===== config.mk =====
export PLATFORM = sky130hd
export DESIGN_NAME = integer_to_ascii_decimal_top
export DESIGN_NICKNAME = d
export VERILOG_FILES = /design/src/i2ad_pkg.sv /design/src/integer_to_ascii_decimal_top.sv /design/src/i2ad_digits.sv
export VERILOG_INCLUDE_DIRS = /design/src /design/src/src
export SDC_FILE = /design/constraint.sdc
export NUM_CORES = 1
export LEC_CHECK = 0
export BUFFER_PORTS_ARGS = -buffer_cell sky130_fd_sc_hd__buf_2
export CORE_MARGIN = 2
export CORE_UTILIZATION = 35
export CTS_CLUSTER_SIZE = 8
export DETAILED_ROUTE_END_ITERATION = 10
export GPL_ROUTABILITY_DRIVEN = 0
export PLACE_DENSITY_LB_ADDON = 0.1
export SETUP_SLACK_MARGIN = 0.1
export SLEW_MARGIN = 30
export SYNTH_ARGS = -nofsm -noshare
export SYNTH_HDL_FRONTEND = slang
export SYNTH_HIERARCHICAL = 1
export SYNTH_SLANG_ARGS = --single-unit

===== constraint.sdc =====
create_clock -name clock -period 7.91 [get_ports clock]
set_input_delay 1.9775 -clock clock [delete_from_list [all_inputs] [get_ports clock]]
set_output_delay 1.9775 -clock clock [all_outputs]
set_load 0.05 [all_outputs]

===== src/integer_to_ascii_decimal_top_assert.svh =====
// Assertion macros for the integer to ASCII decimal converter.
// Included by the RTL files that carry concurrent assertions; no other dependencies.
`ifndef INTEGER_TO_ASCII_DECIMAL_TOP_ASSERT_SVH
`define INTEGER_TO_ASCII_DECIMAL_TOP_ASSERT_SVH

`ifndef SYNTHESIS

// Antecedent holds in a cycle, consequent must hold in the same cycle.
`define I2AD_ASSERT_SAME(label, clk, rst, ante, cons) \
   label: assert property (@(posedge clk) disable iff (rst) (ante) |-> (cons)) \
      else $error("assertion failed");

// Antecedent holds in a cycle, consequent must hold in the next cycle.
`define I2AD_ASSERT_NEXT(label, clk, rst, ante, cons) \
   label: assert property (@(posedge clk) disable iff (rst) (ante) |=> (cons)) \
      else $error("assertion failed");

`else

`define I2AD_ASSERT_SAME(label, clk, rst, ante, cons)
`define I2AD_ASSERT_NEXT(label, clk, rst, ante, cons)

`endif

`endif


===== src/i2ad_pkg.sv =====
// Shared types and constants of the integer to ASCII decimal converter.
// No dependencies; used by i2ad_digits and integer_to_ascii_decimal_top.
package i2ad_pkg;

   localparam int unsigned DIGIT_W = 4;

   localparam logic [7:0] CHAR_ZERO  = 8'd48;
   localparam logic [7:0] CHAR_NINE  = 8'd57;
   localparam logic [7:0] CHAR_MINUS = 8'd45;

   typedef enum logic [3:0] {
      ST_IDLE    = 4'b0001,
      ST_CONVERT = 4'b0010,
      ST_SKIP    = 4'b0100,
      ST_EMIT    = 4'b1000
   } state_type;

   // Operation requested of the digit register for the current cycle.
   typedef struct packed {
      logic load;
      logic dabble;
      logic drop;
   } digit_ctl_type;

endpackage


===== src/integer_to_ascii_decimal_top.sv =====
// Top level of the integer to ASCII decimal converter: sequencer, sign handling, output.
// Depends on i2ad_pkg, i2ad_digits and integer_to_ascii_decimal_top_assert.svh.
//
//   Channel   Ports                                   Handshake
//   -------   -------------------------------------   ------------------------------------
//   request   start, busy, req_value                  taken when start = 1 and busy = 0
//   response  rsp_strobe, rsp_char_code, rsp_last_char  one strobe per character, no stall
//   config    csr_write_enable, csr_write_data        written on every enabled edge
//
// A transaction is accepted at a clock edge with start high and busy low. For a negative
// value in signed mode the '-' character appears in the cycle right after acceptance.
// The shared add-3-and-shift unit then works through the input bits in turn, leading
// zero digits are dropped one per cycle, and the digits leave one per cycle. Busy stays
// high for the same length of time whatever the value.
// Reset is synchronous and active high; it idles the sequencer and sets signed mode.
// The receiver cannot stall: each character is valid for exactly its one strobe cycle.
`include "integer_to_ascii_decimal_top_assert.svh"

module integer_to_ascii_decimal_top
   import i2ad_pkg::*;
#(
   parameter int unsigned VALUE_WIDTH = 64
) (
   input  logic        clock,
   input  logic        reset,
   input  logic        start,
   output logic        busy,
   input  logic [63:0] req_value,
   output logic        rsp_strobe,
   output logic [7:0]  rsp_char_code,
   output logic        rsp_last_char,
   input  logic        csr_write_enable,
   input  logic        csr_write_data
);

   // Enough decimal digits for the largest unsigned value of VALUE_WIDTH bits.
   localparam int unsigned DIGITS  = (VALUE_WIDTH * 30103) / 100000 + 1;
   localparam int unsigned CNT_W   = $clog2(VALUE_WIDTH);
   localparam int unsigned REM_W   = $clog2(DIGITS + 1);

   state_type              state_ff, state_in;
   logic [CNT_W-1:0]       count_ff, count_in;
   logic [REM_W-1:0]       remain_ff, remain_in;
   logic                   signed_mode_ff, signed_mode_in;
   logic                   strobe_ff, strobe_in;
   logic [7:0]             char_ff, char_in;
   logic                   last_ff, last_in;

   logic [VALUE_WIDTH-1:0] value_bits;
   logic                   negative;
   logic [VALUE_WIDTH-1:0] magnitude;
   digit_ctl_type          digit_ctl;
   logic [DIGIT_W-1:0]     top_digit;

   // Only the low VALUE_WIDTH bits of the request take part. The two's complement
   // negation also covers the most negative value: its magnitude is the sign weight,
   // which fits as an unsigned VALUE_WIDTH-bit number.
   assign value_bits = req_value[VALUE_WIDTH-1:0];
   assign negative   = signed_mode_ff & value_bits[VALUE_WIDTH-1];
   assign magnitude  = negative ? (~value_bits + {{(VALUE_WIDTH-1){1'b0}}, 1'b1})
                                : value_bits;

   assign signed_mode_in = csr_write_enable ? csr_write_data : signed_mode_ff;

   // Sequencer: load, VALUE_WIDTH dabble steps, leading zero removal, then one digit
   // per cycle from the top of the BCD register. At least one digit is always sent,
   // so zero comes out as a single '0'.
   always_comb begin
      state_in   = state_ff;
      count_in   = count_ff;
      remain_in  = remain_ff;
      strobe_in  = 1'b0;
      char_in    = char_ff;
      last_in    = last_ff;
      digit_ctl  = '0;
      unique case (state_ff)
         ST_IDLE: begin
            if (start) begin
               digit_ctl.load = 1'b1;
               count_in       = CNT_W'(VALUE_WIDTH - 1);
               state_in       = ST_CONVERT;
               if (negative) begin
                  strobe_in = 1'b1;
                  char_in   = CHAR_MINUS;
                  last_in   = 1'b0;
               end
            end
         end
         ST_CONVERT: begin
            digit_ctl.dabble = 1'b1;
            if (count_ff == '0) begin
               remain_in = REM_W'(DIGITS);
               state_in  = ST_SKIP;
            end else begin
               count_in = count_ff - 1'b1;
            end
         end
         ST_SKIP: begin
            if (top_digit == '0 && remain_ff > REM_W'(1)) begin
               digit_ctl.drop = 1'b1;
               remain_in      = remain_ff - 1'b1;
            end else begin
               state_in = ST_EMIT;
            end
         end
         ST_EMIT: begin
            digit_ctl.drop = 1'b1;
            strobe_in      = 1'b1;
            char_in        = CHAR_ZERO + {4'd0, top_digit};
            last_in        = (remain_ff == REM_W'(1));
            remain_in      = remain_ff - 1'b1;
            if (remain_ff == REM_W'(1)) begin
               state_in = ST_IDLE;
            end
         end
         default: begin
            state_in = ST_IDLE;
         end
      endcase
   end

   always_ff @(posedge clock) begin
      if (reset) begin
         state_ff       <= ST_IDLE;
         strobe_ff      <= 1'b0;
         signed_mode_ff <= 1'b1;
      end else begin
         state_ff       <= state_in;
         strobe_ff      <= strobe_in;
         signed_mode_ff <= signed_mode_in;
      end
   end

   always_ff @(posedge clock) begin
      count_ff  <= count_in;
      remain_ff <= remain_in;
      char_ff   <= char_in;
      last_ff   <= last_in;
   end

   i2ad_digits #(
      .VALUE_WIDTH (VALUE_WIDTH),
      .DIGITS      (DIGITS)
   ) u_digits (
      .clock     (clock),
      .ctl       (digit_ctl),
      .magnitude (magnitude),
      .top_digit (top_digit)
   );

   assign busy          = (state_ff != ST_IDLE);
   assign rsp_strobe    = strobe_ff;
   assign rsp_char_code = char_ff;
   assign rsp_last_char = last_ff;

   // An accepted transaction keeps the block busy in the following cycle.
   `I2AD_ASSERT_NEXT(a_accept_busy, clock, reset, start && !busy, busy)
   // Every character but the last leaves while the block is still working.
   `I2AD_ASSERT_SAME(a_mid_char_busy, clock, reset, rsp_strobe && !rsp_last_char, busy)
   // The final character closes the transaction: the block is idle while it is shown.
   `I2AD_ASSERT_SAME(a_last_idle, clock, reset, rsp_strobe && rsp_last_char, !busy)
   // Only a minus sign or a decimal digit is ever sent.
   `I2AD_ASSERT_SAME(a_char_legal, clock, reset, rsp_strobe,
      rsp_char_code == CHAR_MINUS || (rsp_char_code >= CHAR_ZERO && rsp_char_code <= CHAR_NINE))

endmodule


===== src/i2ad_digits.sv =====
// Binary shift register and BCD digit register with the shared add-3-and-shift unit.
// Depends on i2ad_pkg.
module i2ad_digits
   import i2ad_pkg::*;
#(
   parameter int unsigned VALUE_WIDTH = 64,
   parameter int unsigned DIGITS      = 20
) (
   input  logic                   clock,
   input  digit_ctl_type          ctl,
   input  logic [VALUE_WIDTH-1:0] magnitude,
   output logic [DIGIT_W-1:0]     top_digit
);

   localparam int unsigned BCD_W = DIGITS * DIGIT_W;

   logic [VALUE_WIDTH-1:0] bin_ff, bin_in;
   logic [BCD_W-1:0]       bcd_ff, bcd_in;
   logic [BCD_W-1:0]       adjusted;

   // Every digit of five or more gets three added before the left shift.
   always_comb begin
      for (int d = 0; d < DIGITS; d++) begin
         if (bcd_ff[d*DIGIT_W +: DIGIT_W] >= 4'd5) begin
            adjusted[d*DIGIT_W +: DIGIT_W] = bcd_ff[d*DIGIT_W +: DIGIT_W] + 4'd3;
         end else begin
            adjusted[d*DIGIT_W +: DIGIT_W] = bcd_ff[d*DIGIT_W +: DIGIT_W];
         end
      end
   end

   always_comb begin
      bin_in = bin_ff;
      bcd_in = bcd_ff;
      if (ctl.load) begin
         bin_in = magnitude;
         bcd_in = '0;
      end else if (ctl.dabble) begin
         bin_in = {bin_ff[VALUE_WIDTH-2:0], 1'b0};
         bcd_in = {adjusted[BCD_W-2:0], bin_ff[VALUE_WIDTH-1]};
      end else if (ctl.drop) begin
         bcd_in = {bcd_ff[BCD_W-DIGIT_W-1:0], {DIGIT_W{1'b0}}};
      end
   end

   always_ff @(posedge clock) begin
      bin_ff <= bin_in;
      bcd_ff <= bcd_in;
   end

   assign top_digit = bcd_ff[BCD_W-1 -: DIGIT_W];

endmodule

==> metrics, run 1 <==
status=finished clean; Layout Skew=12.5 ps; Initial Util=0.358; final setup fails=0; worst hold path endpoint=u_digits/bcd_ff[79]; Hold Path Class=flip-flop to flip-flop; Worst Path Arrival=4560 ps; Max Slew Vio Count=0; Cell Rows=63; Cell Area, Synth=0.0107 mm2; sequential power share=0.466; R2R Setup Slk=4150 ps; Max Cap Viol=0; dpl hpwl=16800 um; share of cells above drive strength 1=0.179; ANT nets after route=0; Primary FF master, synth=dfxtp_1; clock-pin slew on the worst setup and hold paths=60 ps; CTS Buf Count=17; P_sw=0.659 mW; GRT Util Overall=0.169; CTS tree=built; DRC=0; Synth Area in Compound Gates=0.168; PnR Total Power=2.26 mW; drt pass-1 iters=5; vias in the first global route=8175; post-synthesis mux area share=0.104; post-synthesis sequential area ratio=0.390; Final nets=1251; internal power=1.60 mW; post-DR vias/cell=5.49; Layout Cells excl Fill=1540; FFs w/ async S/R, synth=0; critical path's top delay family=simple AND/OR/NAND/NOR gates; Crit Path Max Fanout=17; CTS sink count=167; PnR worst setup slack=3520 ps; Vert. Die Dim=178 um; die area=0.0319 mm2; final worst path period share=0.555; nature of the critical path startpoint=input pin; worst path buffer plus inverter count=1; via count=8456; total negative slack=0 ps; Clk Latency, worst-skew pair=420 ps; postcts setup bufs=0; pwr dens=191 mW/mm2; Peak VDD IR=0.143 mV; Slew @ Worst Pin=930 ps; dpl ws=3060 ps; core area=0.0298 mm2; adder-cell area share of the yosys netlist=0.0528; initial antenna violation count=0; EDFF count, synth=81; Yosys reg bits=167; first-pass GRT wire length=43500 um; # fillers=3041; critical path's largest stage delay=820 ps; CTS-repair resized insts=0; Syn Inst Count=1107; gr ovfl total=0; Crit-path slowest cell=and4_1; worst r2r path cells=7; die width=178 um; CP startpoint=req_value[12]; xor and xnor area share after synthesis=0.0543; Crit path depth=7; fmax=228 MHz; Hold Vio Cnt, Final=0; pin count of the biggest net entering global routing=167; worst path cell trace=buf_2, or4_4, nor4_4, and4_1, a31oi_1, xor2_1, mux2_2; final core occ=0.395; I/O pins=80; Relative slew margins=0.380; leak pwr=3.83 nW; Hold Crit Start=u_digits/bcd_ff[79]; Sw Ratio=0.292; unrepaired setup endpoints after global routing=no; Worst Setup End Kind=flip-flop; Tmin final=4390 ps; Avg WL per Cell=17.1 um; P&R area growth vs syn=10.6%; r2r endpoint=u_digits/bin_ff[52]; n_diodes=0; largest family of logic cells by synthesized area=simple AND/OR/NAND/NOR gates; H-tree levels=4; Synth Area in Simple Gates=0.176; Worst EP required=8080 ps; Buffers on Ports=76; Netlist cell types=62; yosys synthesis warning count=6; dpl cells=1508; Comb power frac=0.191; hold path depth=2; Mapped Avg Cell Area=9.62 um2; Clock Path Buffers=2; hold buffers post-CTS=0; final WL=26400 um; Setup Crit Path Kind=input pin to flip-flop; starting DRC count in detailed routing=483; Root Buffer Master=clkbuf_16; clock power share=0.344; reg2reg start=state_ff[2]
[layout make-up]
class | instances | area, um2 | share of cell area
timing repair buffer | 84 | 453 | 0.0384
tap | 390 | 488 | 0.0414
inverter | 58 | 225 | 0.0191
sequential | 167 | 4150 | 0.353
clock buffer | 18 | 429 | 0.0364
multi-input combinational | 809 | 5930 | 0.503
clock inverter | 14 | 103 | 0.00871
[tightest hold or removal path: cells and delay by family (launching register included)]
family             cells  cell delay (ps)
DFF                    1              330
AOI/OAI and AO/OA      2              140
[worst max path at each step]
| stage | slack (ps) | end |
|---|---|---|
| 6_report | 3520 | u_digits/bin_ff[55] |
| 5_1_grt | 3290 | u_digits/bcd_ff[17] |
| 4_1_cts | 3510 | u_digits/bin_ff[52] |
| 3_5_place_dp | 3060 | u_digits/bcd_ff[17] |
| 3_3_place_gp | 3090 | u_digits/bin_ff[57] |
| 2_1_floorplan | 2940 | u_digits/bcd_ff[10] |
[Yosys cell counts, types with 27 or more instances]
master    instances  area (um2)
dfxtp_1          86        1720
edfxtp_1         81        2430
a21oi_1          76         380
nor2_1           75         282
mux2_2           74         833
nand2_1          58         218
inv_1            57         214
o21ai_0          52         260
ha_1             45         563
nand4b_1         39         342
xor2_1           34         298
nor3b_1          33         248
xnor2_1          32         280
buf_2            28         140
clkbuf_1         28         105
mux2i_1          27         270
o221ai_1         27         236
[routing by layer]
| metal | track usage | part of all wire |
|---|---|---|
| met5 | 0 | 0 |
| met2 | 0.286 | 0.48 |
| met4 | 0.0322 | 0.0049 |
| met3 | 0.0271 | 0.028 |
| met1 | 0.229 | 0.49 |
[power groups by stage]
stage	Sequential, mW	Combinational, mW	Clock, mW
after CTS	1.05	0.436	0.802
final	1.05	0.430	0.775
after floorplan	1.06	0.322	0
after global placement	1.07	0.431	0
after detailed placement	1.07	0.433	0
after global routing	1.06	0.483	0.836
[state kept, by name, indices dropped and copies added, names as in the netlist]
signal / cells
u_digits/bcd_ff: 80
u_digits/bin_ff: 64
count_ff: 6
remain_ff: 5
rsp_char_code: 5
state_ff: 4
rsp_last_char: 1
rsp_strobe: 1
signed_mode_ff: 1
[cell usage in the layout, fill, tap and decap left out, types with 17 or more instances in the layout]
| cell type | Yosys | routed |
|---|---|---|
| dfxtp_1 | 86 | 86 |
| nand2_1 | 58 | 58 |
| nor3b_1 | 33 | 33 |
| nand4b_1 | 39 | 39 |
| xnor2_1 | 32 | 32 |
| a31oi_1 | 21 | 21 |
| inv_1 | 57 | 56 |
| o221ai_1 | 27 | 27 |
| a211oi_1 | 24 | 24 |
| nand2b_1 | 25 | 25 |
| a21oi_1 | 76 | 76 |
| nor3_1 | 17 | 17 |
| o21ai_0 | 52 | 52 |
| ha_1 | 45 | 45 |
| nor2_1 | 75 | 74 |
| buf_2 | 28 | 76 |
| xor2_1 | 34 | 34 |
| clkbuf_16 | 0 | 17 |
| edfxtp_1 | 81 | 81 |
| mux2i_1 | 27 | 27 |
| mux2_2 | 74 | 74 |
| a32oi_1 | 19 | 19 |
[cells by family (layout without fill, tap and decap cells)]
logic type                 Yosys count  count (layout)
AOI/OAI and AO/OA                  268             268
other                                2               3
muxes                              101             101
buffers and inverters              132             174
xor gates and xnor gates            66              66
and+or+nand+nor                    326             326
DFF                                167             167
adders and majority gates           45              45
[per-stage QoR]
step                      area (um2)  hold WS [ps]
after floorplan                10700           467
after global placement         11200           506
after detailed placement       11300           503
after CTS                      11800           528
after global routing           11800           558
final                          11800           523
No activity file was read; power rests on OpenSTA's default activity.
==> run 2: changes to the inputs <==
clock period = 3.8 ns   (was 7.91 ns; I/O delays follow)
==> metrics, run 2 (synthesized netlist as in run 1, its figures left out) <==
status=finished clean (unchanged); top flop regs=u_digits/bcd_ff x80, u_digits/bin_ff x64, count_ff x6 (unchanged); Peak VDD IR=0.302 mV (was 0.143 mV); Initial Util=0.358 (unchanged); # fillers=2986 (was 3041); Largest register FFs=80 (unchanged); Final nets=1261 (was 1251); Cell Rows=63 (unchanged); drt pass-1 iters=4 (was 5); GRT Util Overall=0.163 (was 0.169); unrepaired setup endpoints after global routing=no (unchanged); postcts setup bufs=0 (unchanged); CTS-repair resized insts=0 (unchanged); Crit-path slowest cell=or4_1 (was and4_1); gr ovfl total=0 (unchanged); leak pwr=3.93 nW (was 3.83 nW); most frequent cells in the layout=86 x dfxtp_1, 81 x edfxtp_1, 76 x a21oi_1, 76 x buf_2 (unchanged); worst path buffer plus inverter count=1 (unchanged); die area=0.0319 mm2 (unchanged); H-tree levels=4 (unchanged); die width=178 um (unchanged); pwr dens=405 mW/mm2 (was 191 mW/mm2); critical path's top delay family=simple AND/OR/NAND/NOR gates (unchanged); starting DRC count in detailed routing=485 (was 483); Worst EP required=3970 ps (was 8080 ps); Relative slew margins=0.431 (was 0.380); Hold Vio Cnt, Final=0 (unchanged); final WL=25500 um (was 26400 um); Setup Crit Path Kind=input pin to flip-flop (unchanged); Clk Latency, worst-skew pair=430 ps (was 420 ps); Slew @ Worst Pin=845 ps (was 930 ps); final setup fails=0 (unchanged); ANT nets after route=0 (unchanged); total negative slack=0 ps (unchanged); n_diodes=0 (unchanged); Vert. Die Dim=178 um (unchanged); Worst Setup End Kind=flip-flop (unchanged); fmax=336 MHz; Max Slew Vio Count=0 (unchanged); P&R area growth vs syn=12.1% (was 10.6%); Layout Cells excl Fill=1550 (was 1540); clock-pin slew on the worst setup and hold paths=70 ps (was 60 ps); post-DR vias/cell=5.43 (was 5.49); core area=0.0298 mm2 (unchanged); Max Cap Viol=0 (unchanged); Layout Skew=12.5 ps (about the same); Crit Path Max Fanout=4 (was 17); Avg WL per Cell=16.5 um (was 17.1 um); CTS tree=built (unchanged); share of cells above drive strength 1=0.187 (was 0.179); final worst path period share=0.783; dpl hpwl=16900 um (was 16800 um); PnR worst setup slack=825 ps (was 3520 ps); CTS sink count=167 (unchanged); nature of the critical path startpoint=input pin (unchanged); Clock Path Buffers=2 (unchanged); initial antenna violation count=0 (unchanged); Root Buffer Master=clkbuf_16 (unchanged); final hold slack=523 ps (about the same); first-pass GRT wire length=42000 um (was 43500 um); worst path cell trace=buf_2, or4_1, nor4_1, nand4_1, o31a_1, xor2_1, mux2_2 (was buf_2, or4_4, nor4_4, and4_1, a31oi_1, xor2_1, mux2_2); Hold Path Class=flip-flop to flip-flop (unchanged); via count=8410 (was 8456); Biggest register=u_digits/bcd_ff (unchanged); vias in the first global route=8218 (was 8175); DRC=0 (unchanged); hold buffers post-CTS=0 (unchanged); critical path's largest stage delay=600 ps (was 820 ps); dpl cells=1518 (was 1508); Worst Path Arrival=3150 ps (was 4560 ps); Tmin final=2980 ps; pin count of the biggest net entering global routing=104 (was 167); final core occ=0.401 (was 0.395); I/O pins=80 (unchanged); CTS Buf Count=17 (unchanged); Buffers on Ports=76 (unchanged); commonest non-fill, non-tap cell in the layout=dfxtp_1 (unchanged); dpl ws=395 ps (was 3060 ps)
-- run 2: power breakdown --
group	switching (mW)	leakage (nW)	internal, mW	total [mW]
logic	0.520	2.22	0.395	0.915
clock network	0.758	0.277	0.975	1.73
registers	0.0876	1.43	2.10	2.19
-- run 2: metal layers --
metal,part of all wire,global-route usage
met1,0.50,0.226
met2,0.46,0.269
met3,0.030,0.0273
met4,0.0064,0.0308
met5,0,0
-- run 2: final timing paths --
path                                          start  depth (start not counted)  slack, ps                  end
worst max register to register  u_digits/bcd_ff[76]                          6       1110         remain_ff[3]
worst min register to register  u_digits/bcd_ff[63]                          2        520  u_digits/bcd_ff[63]
worst max-delay path                  req_value[38]                          7        820  u_digits/bin_ff[60]
worst min-delay path            u_digits/bcd_ff[63]                          2        520  u_digits/bcd_ff[63]
-- run 2: final cells by class --
type	instances	area [um2]	share of cell area
multi-input combinational	809	5930	0.497
sequential	167	4150	0.348
timing repair buffer	94	566	0.0473
tap	390	488	0.0409
clock buffer	18	429	0.0359
inverter	58	225	0.0189
clock inverter	14	151	0.0127
-- run 2: worst min-delay path: stages (launching register included) --
cell,delay (ps)
dfxtp_1,340
o21ai_0,80
a21oi_1,60
-- run 2: stage by stage --
stage,power [mW],instance area (um2)
6_report,4.83,11900
5_1_grt,5.08,11900
4_1_cts,4.91,11900
3_5_place_dp,3.15,11400
3_3_place_gp,3.14,11400
2_1_floorplan,2.88,10700
